--- src/hdl/frd_pkg.sv ---
`default_nettype none

package frd_pkg;

  // Parser phases
  localparam logic [2:0] PH_HEADER  = 3'd0;
  localparam logic [2:0] PH_LEADER  = 3'd1;
  localparam logic [2:0] PH_VALUES  = 3'd2;
  localparam logic [2:0] PH_TRAILER = 3'd3;
  localparam logic [2:0] PH_IDLE    = 3'd4;

  // Record kinds
  localparam logic [1:0] KIND_INT  = 2'd0;
  localparam logic [1:0] KIND_FLT  = 2'd1;
  localparam logic [1:0] KIND_DBL  = 2'd2;
  localparam logic [1:0] KIND_LOGI = 2'd3;

  // Result kinds
  localparam logic [1:0] RES_ELEMENT = 2'd0;
  localparam logic [1:0] RES_DONE    = 2'd1;
  localparam logic [1:0] RES_ERROR   = 2'd2;

  // Error codes
  localparam logic [1:0] ERR_NONE     = 2'd0;
  localparam logic [1:0] ERR_MISMATCH = 2'd1;
  localparam logic [1:0] ERR_BAD_LEN  = 2'd2;

  // Configuration register indexes
  localparam logic [1:0] CFG_KIND  = 2'd0;
  localparam logic [1:0] CFG_COUNT = 2'd1;
  localparam logic [1:0] CFG_SWAP  = 2'd2;

  localparam int unsigned CFG_DATA_W = 31;

  // One classified result travelling from the parser to the formatter
  typedef struct packed {
    logic [1:0]  op;
    logic [1:0]  code;
    logic        last;
    logic [1:0]  kind;
    logic        swap;
    logic [31:0] word_a;  // first half of a double, raw
    logic [31:0] word_b;  // current word, raw
  } frd_cmd_t;

  function automatic logic [31:0] bswap32(input logic [31:0] w);
    return {w[7:0], w[15:8], w[23:16], w[31:24]};
  endfunction

endpackage

`default_nettype wire

--- src/hdl/frd_front.sv ---
`default_nettype none

module frd_front #(
  parameter int unsigned HEADER_WORDS = 6
) (
  input  wire                   clk,
  input  wire                   rst,
  input  wire                   in_valid,
  output logic                  in_ready,
  input  wire  [31:0]           file_word,
  input  wire                   start_record,
  input  wire  [1:0]            record_kind,
  input  wire  [30:0]           element_count,
  input  wire                   swap_bytes,
  input  wire                   queue_full,
  output logic                  push,
  output frd_pkg::frd_cmd_t     cmd
);
  import frd_pkg::*;

  logic [2:0]  phase, phase_next;
  logic [2:0]  hdr_seen, hdr_seen_next;
  logic [31:0] block_marker, block_marker_next;
  logic [30:0] block_left, block_left_next;
  logic [30:0] rec_left, rec_left_next;
  logic [31:0] first_half, first_half_next;
  logic        half_pending, half_pending_next;

  logic        accept;
  logic [31:0] w;
  logic [2:0]  ph;
  logic [2:0]  hs1;
  logic [30:0] cnt;
  logic [30:0] block_dec;
  logic [30:0] rec_dec;

  assign in_ready = !queue_full;
  assign accept   = in_valid && in_ready;
  assign w        = swap_bytes ? bswap32(file_word) : file_word;

  always_comb begin
    phase_next        = phase;
    hdr_seen_next     = hdr_seen;
    block_marker_next = block_marker;
    block_left_next   = block_left;
    rec_left_next     = rec_left;
    first_half_next   = first_half;
    half_pending_next = half_pending;
    push              = 1'b0;
    cmd.op            = RES_ELEMENT;
    cmd.code          = ERR_NONE;
    cmd.last          = 1'b0;
    cmd.kind          = record_kind;
    cmd.swap          = swap_bytes;
    cmd.word_a        = first_half;
    cmd.word_b        = file_word;
    ph                = phase;
    hs1               = 3'd0;
    cnt               = 31'd0;
    block_dec         = 31'd0;
    rec_dec           = 31'd0;

    if (accept) begin
      // A start word abandons whatever record was in flight
      if (start_record) begin
        rec_left_next     = element_count;
        hdr_seen_next     = 3'd0;
        block_left_next   = 31'd0;
        half_pending_next = 1'b0;
        first_half_next   = 32'd0;
        ph                = (HEADER_WORDS == 0) ? PH_LEADER : PH_HEADER;
      end

      if (start_record && HEADER_WORDS == 0 && element_count == 31'd0) begin
        phase_next = PH_IDLE;
        push       = 1'b1;
        cmd.op     = RES_DONE;
      end else begin
        phase_next = ph;
        case (ph)
          PH_HEADER: begin
            hs1 = hdr_seen_next + 3'd1;
            if ({1'b0, hs1} >= 4'(HEADER_WORDS)) begin
              hdr_seen_next = 3'd0;
              if (rec_left_next == 31'd0) begin
                phase_next = PH_IDLE;
                push       = 1'b1;
                cmd.op     = RES_DONE;
              end else begin
                phase_next = PH_LEADER;
              end
            end else begin
              hdr_seen_next = hs1;
            end
          end
          PH_LEADER: begin
            block_marker_next = w;
            if (w[31]) begin
              cnt = 31'd0;
            end else if (record_kind == KIND_DBL) begin
              cnt = {3'd0, w[30:3]};
            end else begin
              cnt = {2'd0, w[30:2]};
            end
            if (cnt == 31'd0) begin
              phase_next = PH_IDLE;
              push       = 1'b1;
              cmd.op     = RES_ERROR;
              cmd.code   = ERR_BAD_LEN;
            end else begin
              block_left_next   = (cnt < rec_left_next) ? cnt : rec_left_next;
              half_pending_next = 1'b0;
              phase_next        = PH_VALUES;
            end
          end
          PH_VALUES: begin
            if (record_kind == KIND_DBL && !half_pending) begin
              first_half_next   = file_word;
              half_pending_next = 1'b1;
            end else begin
              half_pending_next = 1'b0;
              block_dec = (block_left != 31'd0) ? block_left - 31'd1 : block_left;
              rec_dec   = (rec_left != 31'd0) ? rec_left - 31'd1 : rec_left;
              block_left_next = block_dec;
              rec_left_next   = rec_dec;
              push     = 1'b1;
              cmd.last = (rec_dec == 31'd0);
              if (block_dec == 31'd0) begin
                phase_next = PH_TRAILER;
              end
            end
          end
          PH_TRAILER: begin
            if (w != block_marker) begin
              phase_next = PH_IDLE;
              push       = 1'b1;
              cmd.op     = RES_ERROR;
              cmd.code   = ERR_MISMATCH;
            end else if (rec_left == 31'd0) begin
              phase_next = PH_IDLE;
              push       = 1'b1;
              cmd.op     = RES_DONE;
            end else begin
              phase_next = PH_LEADER;
            end
          end
          default: begin
            phase_next = PH_IDLE;
          end
        endcase
      end
    end
  end

  always_ff @(posedge clk) begin
    if (rst) begin
      phase        <= PH_HEADER;
      hdr_seen     <= 3'd0;
      block_marker <= 32'd0;
      block_left   <= 31'd0;
      rec_left     <= 31'd0;
      first_half   <= 32'd0;
      half_pending <= 1'b0;
    end else begin
      phase        <= phase_next;
      hdr_seen     <= hdr_seen_next;
      block_marker <= block_marker_next;
      block_left   <= block_left_next;
      rec_left     <= rec_left_next;
      first_half   <= first_half_next;
      half_pending <= half_pending_next;
    end
  end

endmodule

`default_nettype wire

--- src/hdl/frd_queue.sv ---
`default_nettype none

module frd_queue #(
  parameter int unsigned DEPTH = 4
) (
  input  wire                clk,
  input  wire                rst,
  input  wire                push,
  input  frd_pkg::frd_cmd_t  push_cmd,
  output logic               full,
  output logic               q_valid,
  output frd_pkg::frd_cmd_t  q_cmd,
  input  wire                pop
);
  import frd_pkg::*;

  localparam int unsigned PTR_W = (DEPTH > 1) ? $clog2(DEPTH) : 1;
  localparam int unsigned CNT_W = $clog2(DEPTH + 1);

  frd_cmd_t         mem [DEPTH];
  logic [PTR_W-1:0] wr_ptr;
  logic [PTR_W-1:0] rd_ptr;
  logic [CNT_W-1:0] count;

  assign full    = (count == CNT_W'(DEPTH));
  assign q_valid = (count != '0);
  assign q_cmd   = mem[rd_ptr];

  always_ff @(posedge clk) begin
    if (push) begin
      mem[wr_ptr] <= push_cmd;
    end
  end

  always_ff @(posedge clk) begin
    if (rst) begin
      wr_ptr <= '0;
      rd_ptr <= '0;
      count  <= '0;
    end else begin
      if (push) begin
        wr_ptr <= (wr_ptr == PTR_W'(DEPTH - 1)) ? '0 : wr_ptr + PTR_W'(1);
      end
      if (pop) begin
        rd_ptr <= (rd_ptr == PTR_W'(DEPTH - 1)) ? '0 : rd_ptr + PTR_W'(1);
      end
      if (push && !pop) begin
        count <= count + CNT_W'(1);
      end else if (pop && !push) begin
        count <= count - CNT_W'(1);
      end
    end
  end

`ifndef ASSERT_OFF
  a_count_bound: assert property (@(posedge clk) disable iff (rst)
    count <= CNT_W'(DEPTH))
    else $error("queue count beyond depth");
  a_no_pop_empty: assert property (@(posedge clk) disable iff (rst)
    pop |-> count != '0)
    else $error("pop from empty queue");
  a_push_grows: assert property (@(posedge clk) disable iff (rst)
    push && !pop |=> count == $past(count) + CNT_W'(1))
    else $error("queue count did not advance on push");
`endif

endmodule

`default_nettype wire

--- src/hdl/frd_back.sv ---
`default_nettype none

module frd_back (
  input  wire                clk,
  input  wire                rst,
  input  wire                q_valid,
  input  frd_pkg::frd_cmd_t  q_cmd,
  output logic               pop,
  output logic               out_valid,
  input  wire                out_ready,
  output logic [63:0]        value_bits,
  output logic [1:0]         result_kind,
  output logic               last_element,
  output logic [1:0]         error_code
);
  import frd_pkg::*;

  logic [31:0] w;
  logic [31:0] neg;
  logic [63:0] val;

  assign pop = q_valid && (!out_valid || out_ready);
  assign w   = q_cmd.swap ? bswap32(q_cmd.word_b) : q_cmd.word_b;
  assign neg = 32'd0 - w;

  always_comb begin
    val = 64'd0;
    if (q_cmd.op == RES_ELEMENT) begin
      case (q_cmd.kind)
        KIND_DBL: begin
          if (q_cmd.swap) begin
            val = {bswap32(q_cmd.word_a), bswap32(q_cmd.word_b)};
          end else begin
            val = {q_cmd.word_b, q_cmd.word_a};
          end
        end
        KIND_FLT:  val = {32'd0, w};
        KIND_LOGI: val = {{32{neg[31]}}, neg};
        default:   val = {{32{w[31]}}, w};
      endcase
    end
  end

  always_ff @(posedge clk) begin
    if (rst) begin
      out_valid <= 1'b0;
    end else if (pop) begin
      out_valid <= 1'b1;
    end else if (out_ready) begin
      out_valid <= 1'b0;
    end
  end

  always_ff @(posedge clk) begin
    if (pop) begin
      value_bits   <= val;
      result_kind  <= q_cmd.op;
      last_element <= q_cmd.last;
      error_code   <= q_cmd.code;
    end
  end

`ifndef ASSERT_OFF
  a_status_zero_value: assert property (@(posedge clk) disable iff (rst)
    out_valid && result_kind != RES_ELEMENT |-> value_bits == 64'd0)
    else $error("status result carries value bits");
  a_error_has_code: assert property (@(posedge clk) disable iff (rst)
    out_valid && result_kind == RES_ERROR |-> error_code != ERR_NONE)
    else $error("error result without code");
  a_last_only_elem: assert property (@(posedge clk) disable iff (rst)
    out_valid && last_element |-> result_kind == RES_ELEMENT)
    else $error("last flag on status result");
`endif

endmodule

`default_nettype wire

--- src/hdl/fortran_record_deframer.sv ---
// Channel   | Signals                                          | Dir | Handshake
// ----------+--------------------------------------------------+-----+-----------------
// input     | file_word, start_record                          | in  | in_valid/in_ready
// output    | value_bits, result_kind, last_element, error_code| out | out_valid/out_ready
// config    | cfg_index, cfg_data                              | in  | cfg_write
//
// One file word is taken per cycle while in_ready is high; a word yields at most one result.
// The accepting edge writes the word's result into the queue; the formatter's output
// register loads it when popped. Results leave one per cycle while out_ready is high.
// Reset (rst, synchronous) puts the parser in header skip with nothing outstanding.
// in_ready drops only while the result queue is full, which takes an out_ready stall;
// after the stall, in_ready returns once a pop has freed a slot in the queue.
`default_nettype none

module fortran_record_deframer #(
  parameter int unsigned HEADER_WORDS = 6,
  parameter int unsigned QUEUE_DEPTH  = 4
) (
  input  wire                            clk,
  input  wire                            rst,
  input  wire                            cfg_write,
  input  wire  [1:0]                     cfg_index,
  input  wire  [frd_pkg::CFG_DATA_W-1:0] cfg_data,
  input  wire                            in_valid,
  output logic                           in_ready,
  input  wire  [31:0]                    file_word,
  input  wire                            start_record,
  output logic                           out_valid,
  input  wire                            out_ready,
  output logic [63:0]                    value_bits,
  output logic [1:0]                     result_kind,
  output logic                           last_element,
  output logic [1:0]                     error_code
);
  import frd_pkg::*;

  // Configuration registers; the user must write them only while the block is quiet, the block does not enforce it
  logic [1:0]  record_kind;
  logic [30:0] element_count;
  logic        swap_bytes;

  always_ff @(posedge clk) begin
    if (rst) begin
      record_kind   <= KIND_INT;
      element_count <= 31'd1;
      swap_bytes    <= 1'b0;
    end else if (cfg_write) begin
      case (cfg_index)
        CFG_KIND:  record_kind   <= cfg_data[1:0];
        CFG_COUNT: element_count <= cfg_data[30:0];
        CFG_SWAP:  swap_bytes    <= cfg_data[0];
        default:   ;
      endcase
    end
  end

  // Parser -> queue -> formatter
  logic     push;
  frd_cmd_t push_cmd;
  logic     queue_full;
  logic     q_valid;
  frd_cmd_t q_cmd;
  logic     pop;

  // Front: walk header, leader, values and trailer; classify each word
  frd_front #(
    .HEADER_WORDS (HEADER_WORDS)
  ) u_front (
    .clk           (clk),
    .rst           (rst),
    .in_valid      (in_valid),
    .in_ready      (in_ready),
    .file_word     (file_word),
    .start_record  (start_record),
    .record_kind   (record_kind),
    .element_count (element_count),
    .swap_bytes    (swap_bytes),
    .queue_full    (queue_full),
    .push          (push),
    .cmd           (push_cmd)
  );

  // Hold classified transactions so each side stalls on its own
  frd_queue #(
    .DEPTH (QUEUE_DEPTH)
  ) u_queue (
    .clk      (clk),
    .rst      (rst),
    .push     (push),
    .push_cmd (push_cmd),
    .full     (queue_full),
    .q_valid  (q_valid),
    .q_cmd    (q_cmd),
    .pop      (pop)
  );

  // Back: byte swap, assemble doubles, negate logicals, sign extend integers, zero extend floats, register out
  frd_back u_back (
    .clk          (clk),
    .rst          (rst),
    .q_valid      (q_valid),
    .q_cmd        (q_cmd),
    .pop          (pop),
    .out_valid    (out_valid),
    .out_ready    (out_ready),
    .value_bits   (value_bits),
    .result_kind  (result_kind),
    .last_element (last_element),
    .error_code   (error_code)
  );

endmodule

`default_nettype wire
--- config.mk ---
export PLATFORM = sky130hd
export DESIGN_NAME = fortran_record_deframer
export DESIGN_NICKNAME = d
export VERILOG_FILES = /design/src/hdl/frd_pkg.sv /design/src/hdl/frd_front.sv /design/src/hdl/frd_queue.sv /design/src/hdl/frd_back.sv /design/src/hdl/fortran_record_deframer.sv
export SDC_FILE = /design/constraint.sdc
export NUM_CORES = 1
export LEC_CHECK = 0
export BUFFER_PORTS_ARGS = -buffer_cell sky130_fd_sc_hd__buf_2
export CORE_ASPECT_RATIO = 1.5
export CORE_UTILIZATION = 50
export CTS_CLUSTER_SIZE = 10
export DETAILED_ROUTE_END_ITERATION = 6
export PLACE_DENSITY_LB_ADDON = 0.25
export SLEW_MARGIN = 0
export SYNTH_ARGS = -nofsm -noshare
export SYNTH_HDL_FRONTEND = slang
export SYNTH_SLANG_ARGS = --single-unit
--- constraint.sdc ---
create_clock -name clk -period 5.9 [get_ports clk]
set_input_delay 1.18 -clock clk [delete_from_list [all_inputs] [get_ports clk]]
set_output_delay 1.18 -clock clk [all_outputs]
set_load 0.02 [all_outputs]
## Yosys cells after proc, flatten, opt, wreduce, memory -nomap -nowiden

Memory sizes are Yosys's and may differ from the RTL's. A register that Yosys moved wholly into a read port is not among the register bits.
Index checks and enable logic that the tools add are counted.

| word-level totals | value |
|---|---|
| flip-flop bits (word level) | 244 |
| memory bits (writable) | 288 |
| input bits | 71 |
| output and inout port bits | 71 |
| memories kept | 1 |

| cells by class | value |
|---|---|
| add/subtract/negate cells | 8 |
| order comparisons | 2 |
| equal/unequal tests | 13 |
| multiplexer cells | 69 |
| reductions and logical operators | 28 |

Memories:

| memory | depth | width | read ports | clocked after memory_dff | wr ports | RTL line | text |
|---|---|---|---|---|---|---|---|
| u_queue.mem | 4 | 72 | 1 | 1 | 1 | frd_queue.sv:20 | `frd_cmd_t mem [DEPTH];` |

Operators with widths:

| operator | count |
|---|---|
| $mux W31 | 13 |
| $pmux W64 S3 | 1 |
| $mux W32 | 5 |
| $logic_not A31 Y1 | 5 |
| $mux W64 | 1 |
| $pmux W31 S2 | 1 |
| $reduce_bool A31 Y1 | 2 |
| $sub A31 B1 Y31 const B | 2 |
| $mux W3 | 15 |
| $ne A32 B32 Y1 | 1 |
| $sub A1 B32 Y32 const A | 1 |
| $lt A31 B31 Y1 | 1 |
| $mux W29 | 1 |
| $mux W1 | 19 |
| $eq A2 B2 Y1 const B | 6 |
| $mux W2 | 6 |
| $pmux W3 S4 | 1 |
| $reduce_and A2 Y1 | 4 |
| $add A3 B1 Y3 const B | 2 |
| $eq A3 B2 Y1 const B | 2 |
| $pmux W2 S3 | 1 |
| $logic_and A1 B1 Y1 | 5 |
| $logic_not A1 Y1 | 5 |
| $mux W5 | 1 |
| other kinds (15) | 19 |

## Longest topological paths before layout

Gate-level depths: netlist of the first run.

| logic depth | value |
|---|---|
| depth after elaboration | 15 |
| gate-level depth with buffers | 19 |
| mapped depth without buffers | 15 |

## By module

A second synthesis of the first run with hierarchy kept.

| unflattened totals | value |
|---|---|
| cell total of the unflattened synthesis | 2,508 |
| area, all modules | 28,103.2 sq um |

Modules (own cells, without submodules):

| module | times used | cells each | area each (sq um) |
|---|---|---|---|
| frd_queue | 1 | 420 | 10,909.2 |
| frd_front | 1 | 1,399 | 10,462.5 |
| frd_back | 1 | 541 | 5,178.7 |
| fortran_record_deframer | 1 | 148 | 1,552.7 |

## Least setup slack after synthesis of the first run

OpenSTA, ideal clock, no wires.

| path | value |
|---|---|
| path type | input to register |
| start point | in out_ready |
| end point | reg u_queue.count[2] |
| setup time | 0.070 ns |
| arrival time | 6.202 ns |
| data required time | 5.830 ns |
| path slack | -0.373 ns |
| stages | 9 |
| cells stage by stage | inv_1 a21oi_1 inv_1 ha_1 inv_1 fa_1 xor2_1 or3_1 a21oi_1 |

| between the ends | value |
|---|---|
| longest elaborated chain between the ends | 5 |
| elaborated cells on any way between the ends | 7 |

Ends and longest elaborated chain:

| element | RTL line | text |
|---|---|---|
| start: declaration | fortran_record_deframer.sv:29 | `input wire out_ready,` |
| $logic_or A1 B1 Y1 (*) | frd_back.sv:22 | `assign pop = q_valid && (!out_valid \|\| out_ready);` |
| $logic_and A1 B1 Y1 (*) | frd_back.sv:22 |  |
| net pop | fortran_record_deframer.sv:63 | `logic pop;` |
| $logic_not A1 Y1 | frd_queue.sv:47 | `if (push && !pop) begin` |
| $logic_and A1 B1 Y1 | frd_queue.sv:47 |  |
| $mux W3 or $reduce_bool A2 Y1 (tied branches) | n/a |  |
| end signal: assignment | frd_queue.sv:48 | `count <= count + CNT_W'(1);` |
| end signal: assignment | frd_queue.sv:50 | `count <= count - CNT_W'(1);` |
| end: declaration | frd_queue.sv:23 | `logic [CNT_W-1:0] count;` |

The timed path passes the listed nets; every way through them passes the cells marked *.
A chain may end at the register's enable or synchronous reset.

## Worst setup path in the final report of the first run

| path | value |
|---|---|
| start point | reg swap_bytes |
| end point | reg u_queue.count[2] |

| between the ends | value |
|---|---|
| longest elaborated chain between the ends | 12 |
| elaborated cells on any way between the ends | 16 |

Ends and longest elaborated chain:

| element | RTL line | text |
|---|---|---|
| start: declaration | fortran_record_deframer.sv:40 | `logic swap_bytes;` |
| start signal: assignment | fortran_record_deframer.sv:51 | `CFG_SWAP: swap_bytes <= cfg_data[0];` |
| $mux W32 (*) | frd_front.sv:39 | `assign w = swap_bytes ? bswap32(file_word) : file_word;` |
| $mux W29 | frd_front.sv:100 | `end else if (record_kind == KIND_DBL) begin` |
| $mux W31 | frd_front.sv:98 | `if (w[31]) begin` |
| $mux W31 | frd_front.sv:80 | `case (ph)` |
| $mux W31 | frd_front.sv:63 | `if (accept) begin` |
| $logic_not A31 Y1 | frd_front.sv:105 | `if (cnt == 31'd0) begin` |
| $mux W1 | frd_front.sv:105 |  |
| $pmux W1 S4 (*) | frd_front.sv:80 |  |
| $mux W1 (*) | frd_front.sv:63 |  |
| net push | fortran_record_deframer.sv:58 | `logic push;` |
| $logic_not A1 Y1 | frd_queue.sv:49 | `end else if (pop && !push) begin` |
| $logic_and A1 B1 Y1 | frd_queue.sv:49 |  |
| $reduce_bool A2 Y1 (no source line) | n/a |  |

The timed path passes the listed nets; every way through them passes the cells marked *. The select of a mux whose other input is x is not followed.

==> summary.txt, run 1 <==
post-synth top area share: 38.9%
Post-Synth Adder-Cell Area: 1.93%
# port buffers: 141
sequential share of the synthesized area: 51.8%
min Tclk post-route: 5100 ps
placed cells: 3322
number of global-route vias before repair: 21600
status: finished clean
final hold viol count: 0
library cells used by synthesis: 92
layout cells sized above 1: 16.3%
hpwl dp: 64.9 mm
cts hold-fix bufs: 0
Die Footprint: 56000 µm²
critical-path cell list: buf_12 > mux2i_1 > xnor2_1 > nor4_1 > nand4_1 > nor4_1 > buf_4 > a21oi_1 > o31a_1 > ha_1 > inv_1 > fa_1 > xor2_1 > or3_1 > a21oi_1
area of the mapped netlist: 27500 µm²
top-count cell post-synth: edfxtp_1
largest family of logic cells by synthesized area: simple AND/OR/NAND/NOR gates
mux cell area share after synthesis: 10.1%
clk_skew: 24.8 ps
# IOs: 142
post_cts resized: 0
clk slew on worst S/H paths: 60 ps
largest net degree at the start of global routing: 70
Synth Area in XOR/XNOR: 1.91%
std cell rows: 105
Tot Pwr: 11900 µW
GPL Wtd Cong: 0.969
Sw Ratio: 35.5%
DR WL/cell: 26.1 µm
Least-Margin Pin Slew: 1240 ps
die height: 289 µm
Final TNS setup: 0 ps
Initial Util: 50.5%
max_cap viols: 0
Leak Pwr: 0.0108 µW
Max Fclk: 0.196 GHz
GRT Residual Overflow: 0
Nets: 2801
Clock Latency Late Sink: 650 ps
Max-slew headroom: 17.3%
RSZ-0062 raised after global routing: false
synth cell count leaders: edfxtp_1 (357), nand2_1 (315), nor2_1 (254)
Area growth syn-to-layout: 12.2%
slowest cell on the critical path: dfxtp_2
Global Route Usage Sum: 31.8%
drt total wl: 89.8 mm
asr flop ratio synth: 0%
via density per instance: 6.39
Clock Power Share: 29.1%
Comb pwr share: 32.2%
Worst Hold Class: flop to flop
synthesis-stage register bit count: 534
DR vias: 22000
Syn Area/Cell: 10.7 µm²
Crit Path Category: flop to flop
Power Density: 385 nW/µm²
Slew Limit Fails: 0
cts bufs inserted: 60
Post-Syn Nets: 2694
final period utilization: 86.5%
TritonCTS clock tree: yes
Core ar.: 54500 µm²
slowest stage delay, CP: 850 ps
Final ANT Viol Nets: 0
Post-synth EDFFs: 357
largest area contributor in the netlist: edfxtp_1
initial antenna violation count: 2
clock root buffer: clkbuf_16
Int Pwr: 7660 µW
worst endpoint required time: 6470 ps
YS warnings: 0
CTS Sinks: 534
VDD IR max: 0.000232 V
number of H-tree levels: 2
CP max FO: 33
Pre-antenna DRT Iters: 6
final setup vio count: 0
largest cells by area after synthesis: edfxtp_1 (39%), dfxtp_1 (13%), mux4_2 (5.7%)
Finished Layout Cells: 3435
Synth Area in Compound Gates: 14.9%
Top FF cell, synth: edfxtp_1
worst hold slack: 456 ps
crit path DAT: 5670 ps
CP endpoint kind: flop
switching power: 4230 µW
synthesized instance count: 2582
Setup Buffers After CTS: 0
DR iter-0 viols: 1636
Synth Area in Simple Gates: 16.0%
sequential share of power: 38.7%
Die Wd: 194 µm
wire length of the first global-routing pass: 133 mm
CTS Buffer Depth: 3
CP Launch Type: flop
Post-route DRC: 0
==> per-layer routing <==
layer,routed length [µm],part of all wire (%),track usage [%],vias up
li1,-,-,-,10000
met1,31500,35,33.4,10700
met2,47000,52,58.9,900
met3,4490,5.0,3.92,296
met4,6860,7.6,23.1,2
met5,11,0.012,0,-
==> state kept, by name (all words and copies together) (netlist names), 3 cells and up, named ones only <==
| signal | flops |
|---|---|
| u_front.block_left | 31 |
| u_queue.count | 3 |
| u_front.block_marker | 32 |
| u_front.phase | 3 |
| u_queue.mem | 288 |
| u_front.first_half | 32 |
| element_count | 31 |
| u_front.hdr_seen | 3 |
| u_back.value_bits | 64 |
| u_front.rec_left | 31 |
==> cell type report <==
cell class | count | area [µm²]
flip-flops and latches | 534 | 14300
fillers | 4572 | 23600
repair buffers | 222 | 1400
clock buffers | 104 | 1680
clock inverters | 6 | 108
inverters | 39 | 146
multi-input cells | 1832 | 12400
diodes | 3 | 7.51
well taps | 695 | 870
==> critical path: cells and delay by family (launching register included) <==
family / cells / cell delay, ps
XOR/XNOR: 2 / 210
AND/OR/NAND/NOR: 4 / 1750
AO/OA/AOI/OAI: 3 / 610
multiplexers: 1 / 520
adder cells (fa/ha/maj): 2 / 450
flip-flops: 1 / 850
buffers and inverters: 3 / 610
==> power by group through the flow <==
stage	registers [µW]	logic [µW]	clock network, µW
after floorplan	4910	2390	0
after global placement	4680	3750	0
after detailed placement	4680	3790	0
after CTS	4610	3790	3500
after global routing	4630	4100	3640
final	4600	3830	3460
==> through the flow <==
stage / area [µm²] / worst slack (ps) / util, %
CTS: 30900 / 915 / 56.7
global placement: 29100 / 769 / 53.4
detailed placement: 29100 / 743 / 53.4
floorplan: 27500 / 616 / -
finish: 30900 / 796 / 56.7
global route: 30900 / 692 / 56.7
==> kinds of logic after synthesis <==
family / Yosys count
AO/OA/AOI/OAI: 611
XOR/XNOR: 60
adder cells (fa/ha/maj): 42
buffers and inverters: 216
flip-flops: 534
multiplexers: 186
AND/OR/NAND/NOR: 933
==> worst paths after layout <==
check	from	endpoint	slack (ps)	cells past startpoint
min	element_count[27]$_SDFFE_PP0P_	element_count[27]$_SDFFE_PP0P_	460	2
max	swap_bytes$_SDFFE_PP0P_	u_queue.count[2]$_SDFFE_PP0P_	800	15
max reg2reg	swap_bytes$_SDFFE_PP0P_	u_queue.count[2]$_SDFFE_PP0P_	800	15
min reg2reg	element_count[27]$_SDFFE_PP0P_	element_count[27]$_SDFFE_PP0P_	460	2
==> cell usage in the layout (no fill, tap or decap), types with 40 or more instances in the layout <==
cell type / count
edfxtp_1: 357
buf_2: 140
ha_1: 40
a21oi_1: 160
nand3_1: 54
o21ai_0: 103
nor2_1: 250
nor3_1: 88
mux2i_1: 95
nand2_1: 315
clkbuf_1: 43
buf_4: 75
xnor2_1: 44
clkbuf_16: 60
dfxtp_1: 174
nor4_1: 42
a22oi_1: 43
mux4_2: 69
a211oi_1: 70
(Power assumes the default switching activity.)
==> run 2: changes to the inputs <==
- ABC_AREA: unset -> 1
- clock period: 5.9 -> 5 ns (I/O delays scaled with it)
==> run 2 against run 1 <==
Routed wire length is 7.7% higher. Worst setup slack worse by 39 ps. Sequential power is 17% higher. Largest cell class unchanged. Power rose by 36%. Sequential share of layout area decreased by 2.6 points.
==> summary.txt, run 2 <==
Post-Syn Nets: 3842
crit path DAT: 4700 ps
YS warnings: 0
synth cell count leaders: nand2_1 (1011), nor2_1 (404), edfxtp_1 (357)
Max-slew headroom: 37.7%
max reg flops: 288
Global Route Usage Sum: 32.6%
CP Launch Type: flop
Least-Margin Pin Slew: 925 ps
drt total wl: 96.7 mm
Post-route DRC: 0
VDD IR max: 0.000306 V
Core ar.: 57800 µm²
WHS Path Cells: 2
cts hold-fix bufs: 0
GRT Residual Overflow: 0
Top FF cell, synth: edfxtp_1
post_cts resized: 0
die height: 298 µm
number of H-tree levels: 2
Hold Crit Endpoint: u_front.block_marker[13]$_SDFFE_PP0P_
largest cells by area after synthesis: edfxtp_1 (37%), nand2_1 (13%), dfxtp_1 (12%)
library cells used by synthesis: 60
CTS Sinks: 534
clk_skew: 34.8 ps
switching power: 6950 µW
post-synth top area share: 36.6%
Leak Pwr: 0.0139 µW
Die Wd: 200 µm
worst endpoint required time: 5460 ps
Int Pwr: 9260 µW
Top Registers: u_queue.mem (288), u_back.value_bits (64)
clk slew on worst S/H paths: 60 ps
number of global-route vias before repair: 24900
Tot Pwr: 16200 µW
Max Fclk: 0.236 GHz
final hold viol count: 0
final period utilization: 84.9%
status: finished clean
Die Footprint: 59600 µm²
Biggest register: u_queue.mem
initial antenna violation count: 6
Syn Area/Cell: 7.85 µm²
final setup vio count: 0
area of the mapped netlist: 29300 µm²
Power Density: 495 nW/µm²
min Tclk post-route: 4240 ps
cts bufs inserted: 59
reg2reg start: u_front.rec_left[0]$_SDFFE_PP0P_
DR iter-0 viols: 2180
sequential share of the synthesized area: 48.7%
Clock Latency Late Sink: 650 ps
GPL Wtd Cong: 1.06
Comb pwr share: 42.0%
CP endpoint kind: flop
synthesized instance count: 3730
hpwl dp: 70.6 mm
CTS Buffer Depth: 3
via density per instance: 5.64
most common cell after layout, fill and taps aside: nand2_1
Post-synth EDFFs: 357
Crit Path Category: flop to flop
DR vias: 26300
Pre-antenna DRT Iters: 5
std cell rows: 108
clock root buffer: clkbuf_16
top-count cell post-synth: nand2_1
# port buffers: 141
DR WL/cell: 20.8 µm
Initial Util: 50.6%
Final ANT Viol Nets: 0
worst hold slack: 466 ps
Sw Ratio: 42.9%
Slew Limit Fails: 0
commonest cells after routing, fill and taps aside: nand2_1 (1008), nor2_1 (397), edfxtp_1 (357)
layout cells sized above 1: 10.8%
sequential share of power: 33.3%
TritonCTS clock tree: yes
Nets: 3944
largest net degree at the start of global routing: 74
largest area contributor in the netlist: edfxtp_1
max_cap viols: 0
Setup Buffers After CTS: 0
CP max FO: 22
Clock Power Share: 24.7%
cells on worst reg2reg path: 15
Area growth syn-to-layout: 11.8%
asr flop ratio synth: 0%
HP Start: u_front.block_marker[13]$_SDFFE_PP0P_
Critical R2R Capture: u_queue.mem[2][67]$_DFFE_PP_
RSZ-0062 raised after global routing: false
wire length of the first global-routing pass: 146 mm
r2r setup slk: 760 ps
synthesis-stage register bit count: 534
# IOs: 142
Worst Hold Class: flop to flop
[run 2: changes by cell type in the layout (fill, tap and decap cells not counted), sizes merged, moves of 97 or more]
cell | before | now
nand2 | 318 | 1023
inv | 40 | 328
nand3 | 54 | 321
mux2i | 98 | 1
nor2 | 255 | 422
o21ai | 138 | 304
[run 2: layer usage]
metal	GRT usage, %	wire length (µm)
met2	57.1	48800
met1	35.1	34100
met3	3.63	4850
met5	0	0
met4	26.7	8980
[run 2: worst max-delay path: stages (launching register included)]
cell and delay (ps):
dfxtp_1 370, inv_1 230, ha_1 430, nand2_1 230
nor2_1 430, nand2_1 160, nor2_2 400, inv_1 490
o21ai_0 290, nand2_1 80, nor2_1 190, nand4_1 200
nor2_1 120, nand4_1 100, nor2_1 140, buf_4 200
[run 2: final cells by class]
| cell class | instances | area, µm² |
|---|---|---|
| Antenna cell | 6 | 15.0 |
| Inverter | 331 | 1240 |
| Tap cell | 770 | 963 |
| Clock inverter | 2 | 50.0 |
| Sequential cell | 534 | 14300 |
| Fill cell | 5460 | 25100 |
| Multi-Input combinational cell | 2664 | 12900 |
| Clock buffer | 103 | 1690 |
| Timing Repair Buffer | 242 | 1640 |
[run 2: cells by family (layout without fill, tap and decap cells)]
logic type | after synthesis | in the layout | share of synthesized area, %
AND/OR/NAND/NOR | 1858 | 1858 | 26.4
AO/OA/AOI/OAI | 710 | 710 | 13.9
flip-flops | 534 | 534 | 48.7
buffers and inverters | 532 | 678 | 7.55
XOR/XNOR | 54 | 54 | 1.61
adder cells (fa/ha/maj) | 41 | 41 | 1.78
multiplexers | 1 | 1 | 0.0342
other | 0 | 6 | 0
[run 2: worst max-delay path by stage]
stage,startpoint,end,slack (ps),depth (start not counted)
after floorplan,start_record,u_queue.mem[0][0]$_DFFE_PP_,-1140,15
after global placement,start_record,u_queue.count[2]$_SDFFE_PP0P_,560,19
after detailed placement,start_record,u_queue.count[2]$_SDFFE_PP0P_,620,19
after CTS,u_front.rec_left[0]$_SDFFE_PP0P_,u_queue.mem[2][67]$_DFFE_PP_,910,15
after global routing,flop,u_back.value_bits[31]$_SDFFCE_PP0P_,580,19
final,u_front.rec_left[0]$_SDFFE_PP0P_,u_queue.mem[2][67]$_DFFE_PP_,760,15
[run 2: stage by stage]
stage          setup slack [ps]  area, µm²  cells  utilization, %  TNS (ps)
5_1_grt                     580      32700   4648            56.6         0
6_report                    757      32800   4652            56.6         0
4_1_cts                     910      32700   4646            56.6         0
2_1_floorplan             -1140      29300   3730               -   -327780
3_3_place_gp                562      31000   4541            53.6         0
3_5_place_dp                621      31000   4541            53.6         0
[run 2: power groups by stage]
stage / sequential [µW] / combinational (µW) / clock, µW
2_1_floorplan: 5810 / 4080 / 0
3_3_place_gp: 5490 / 6640 / 0
3_5_place_dp: 5500 / 6660 / 0
4_1_cts: 5410 / 6680 / 4080
5_1_grt: 5450 / 7370 / 4220
6_report: 5400 / 6800 / 4010
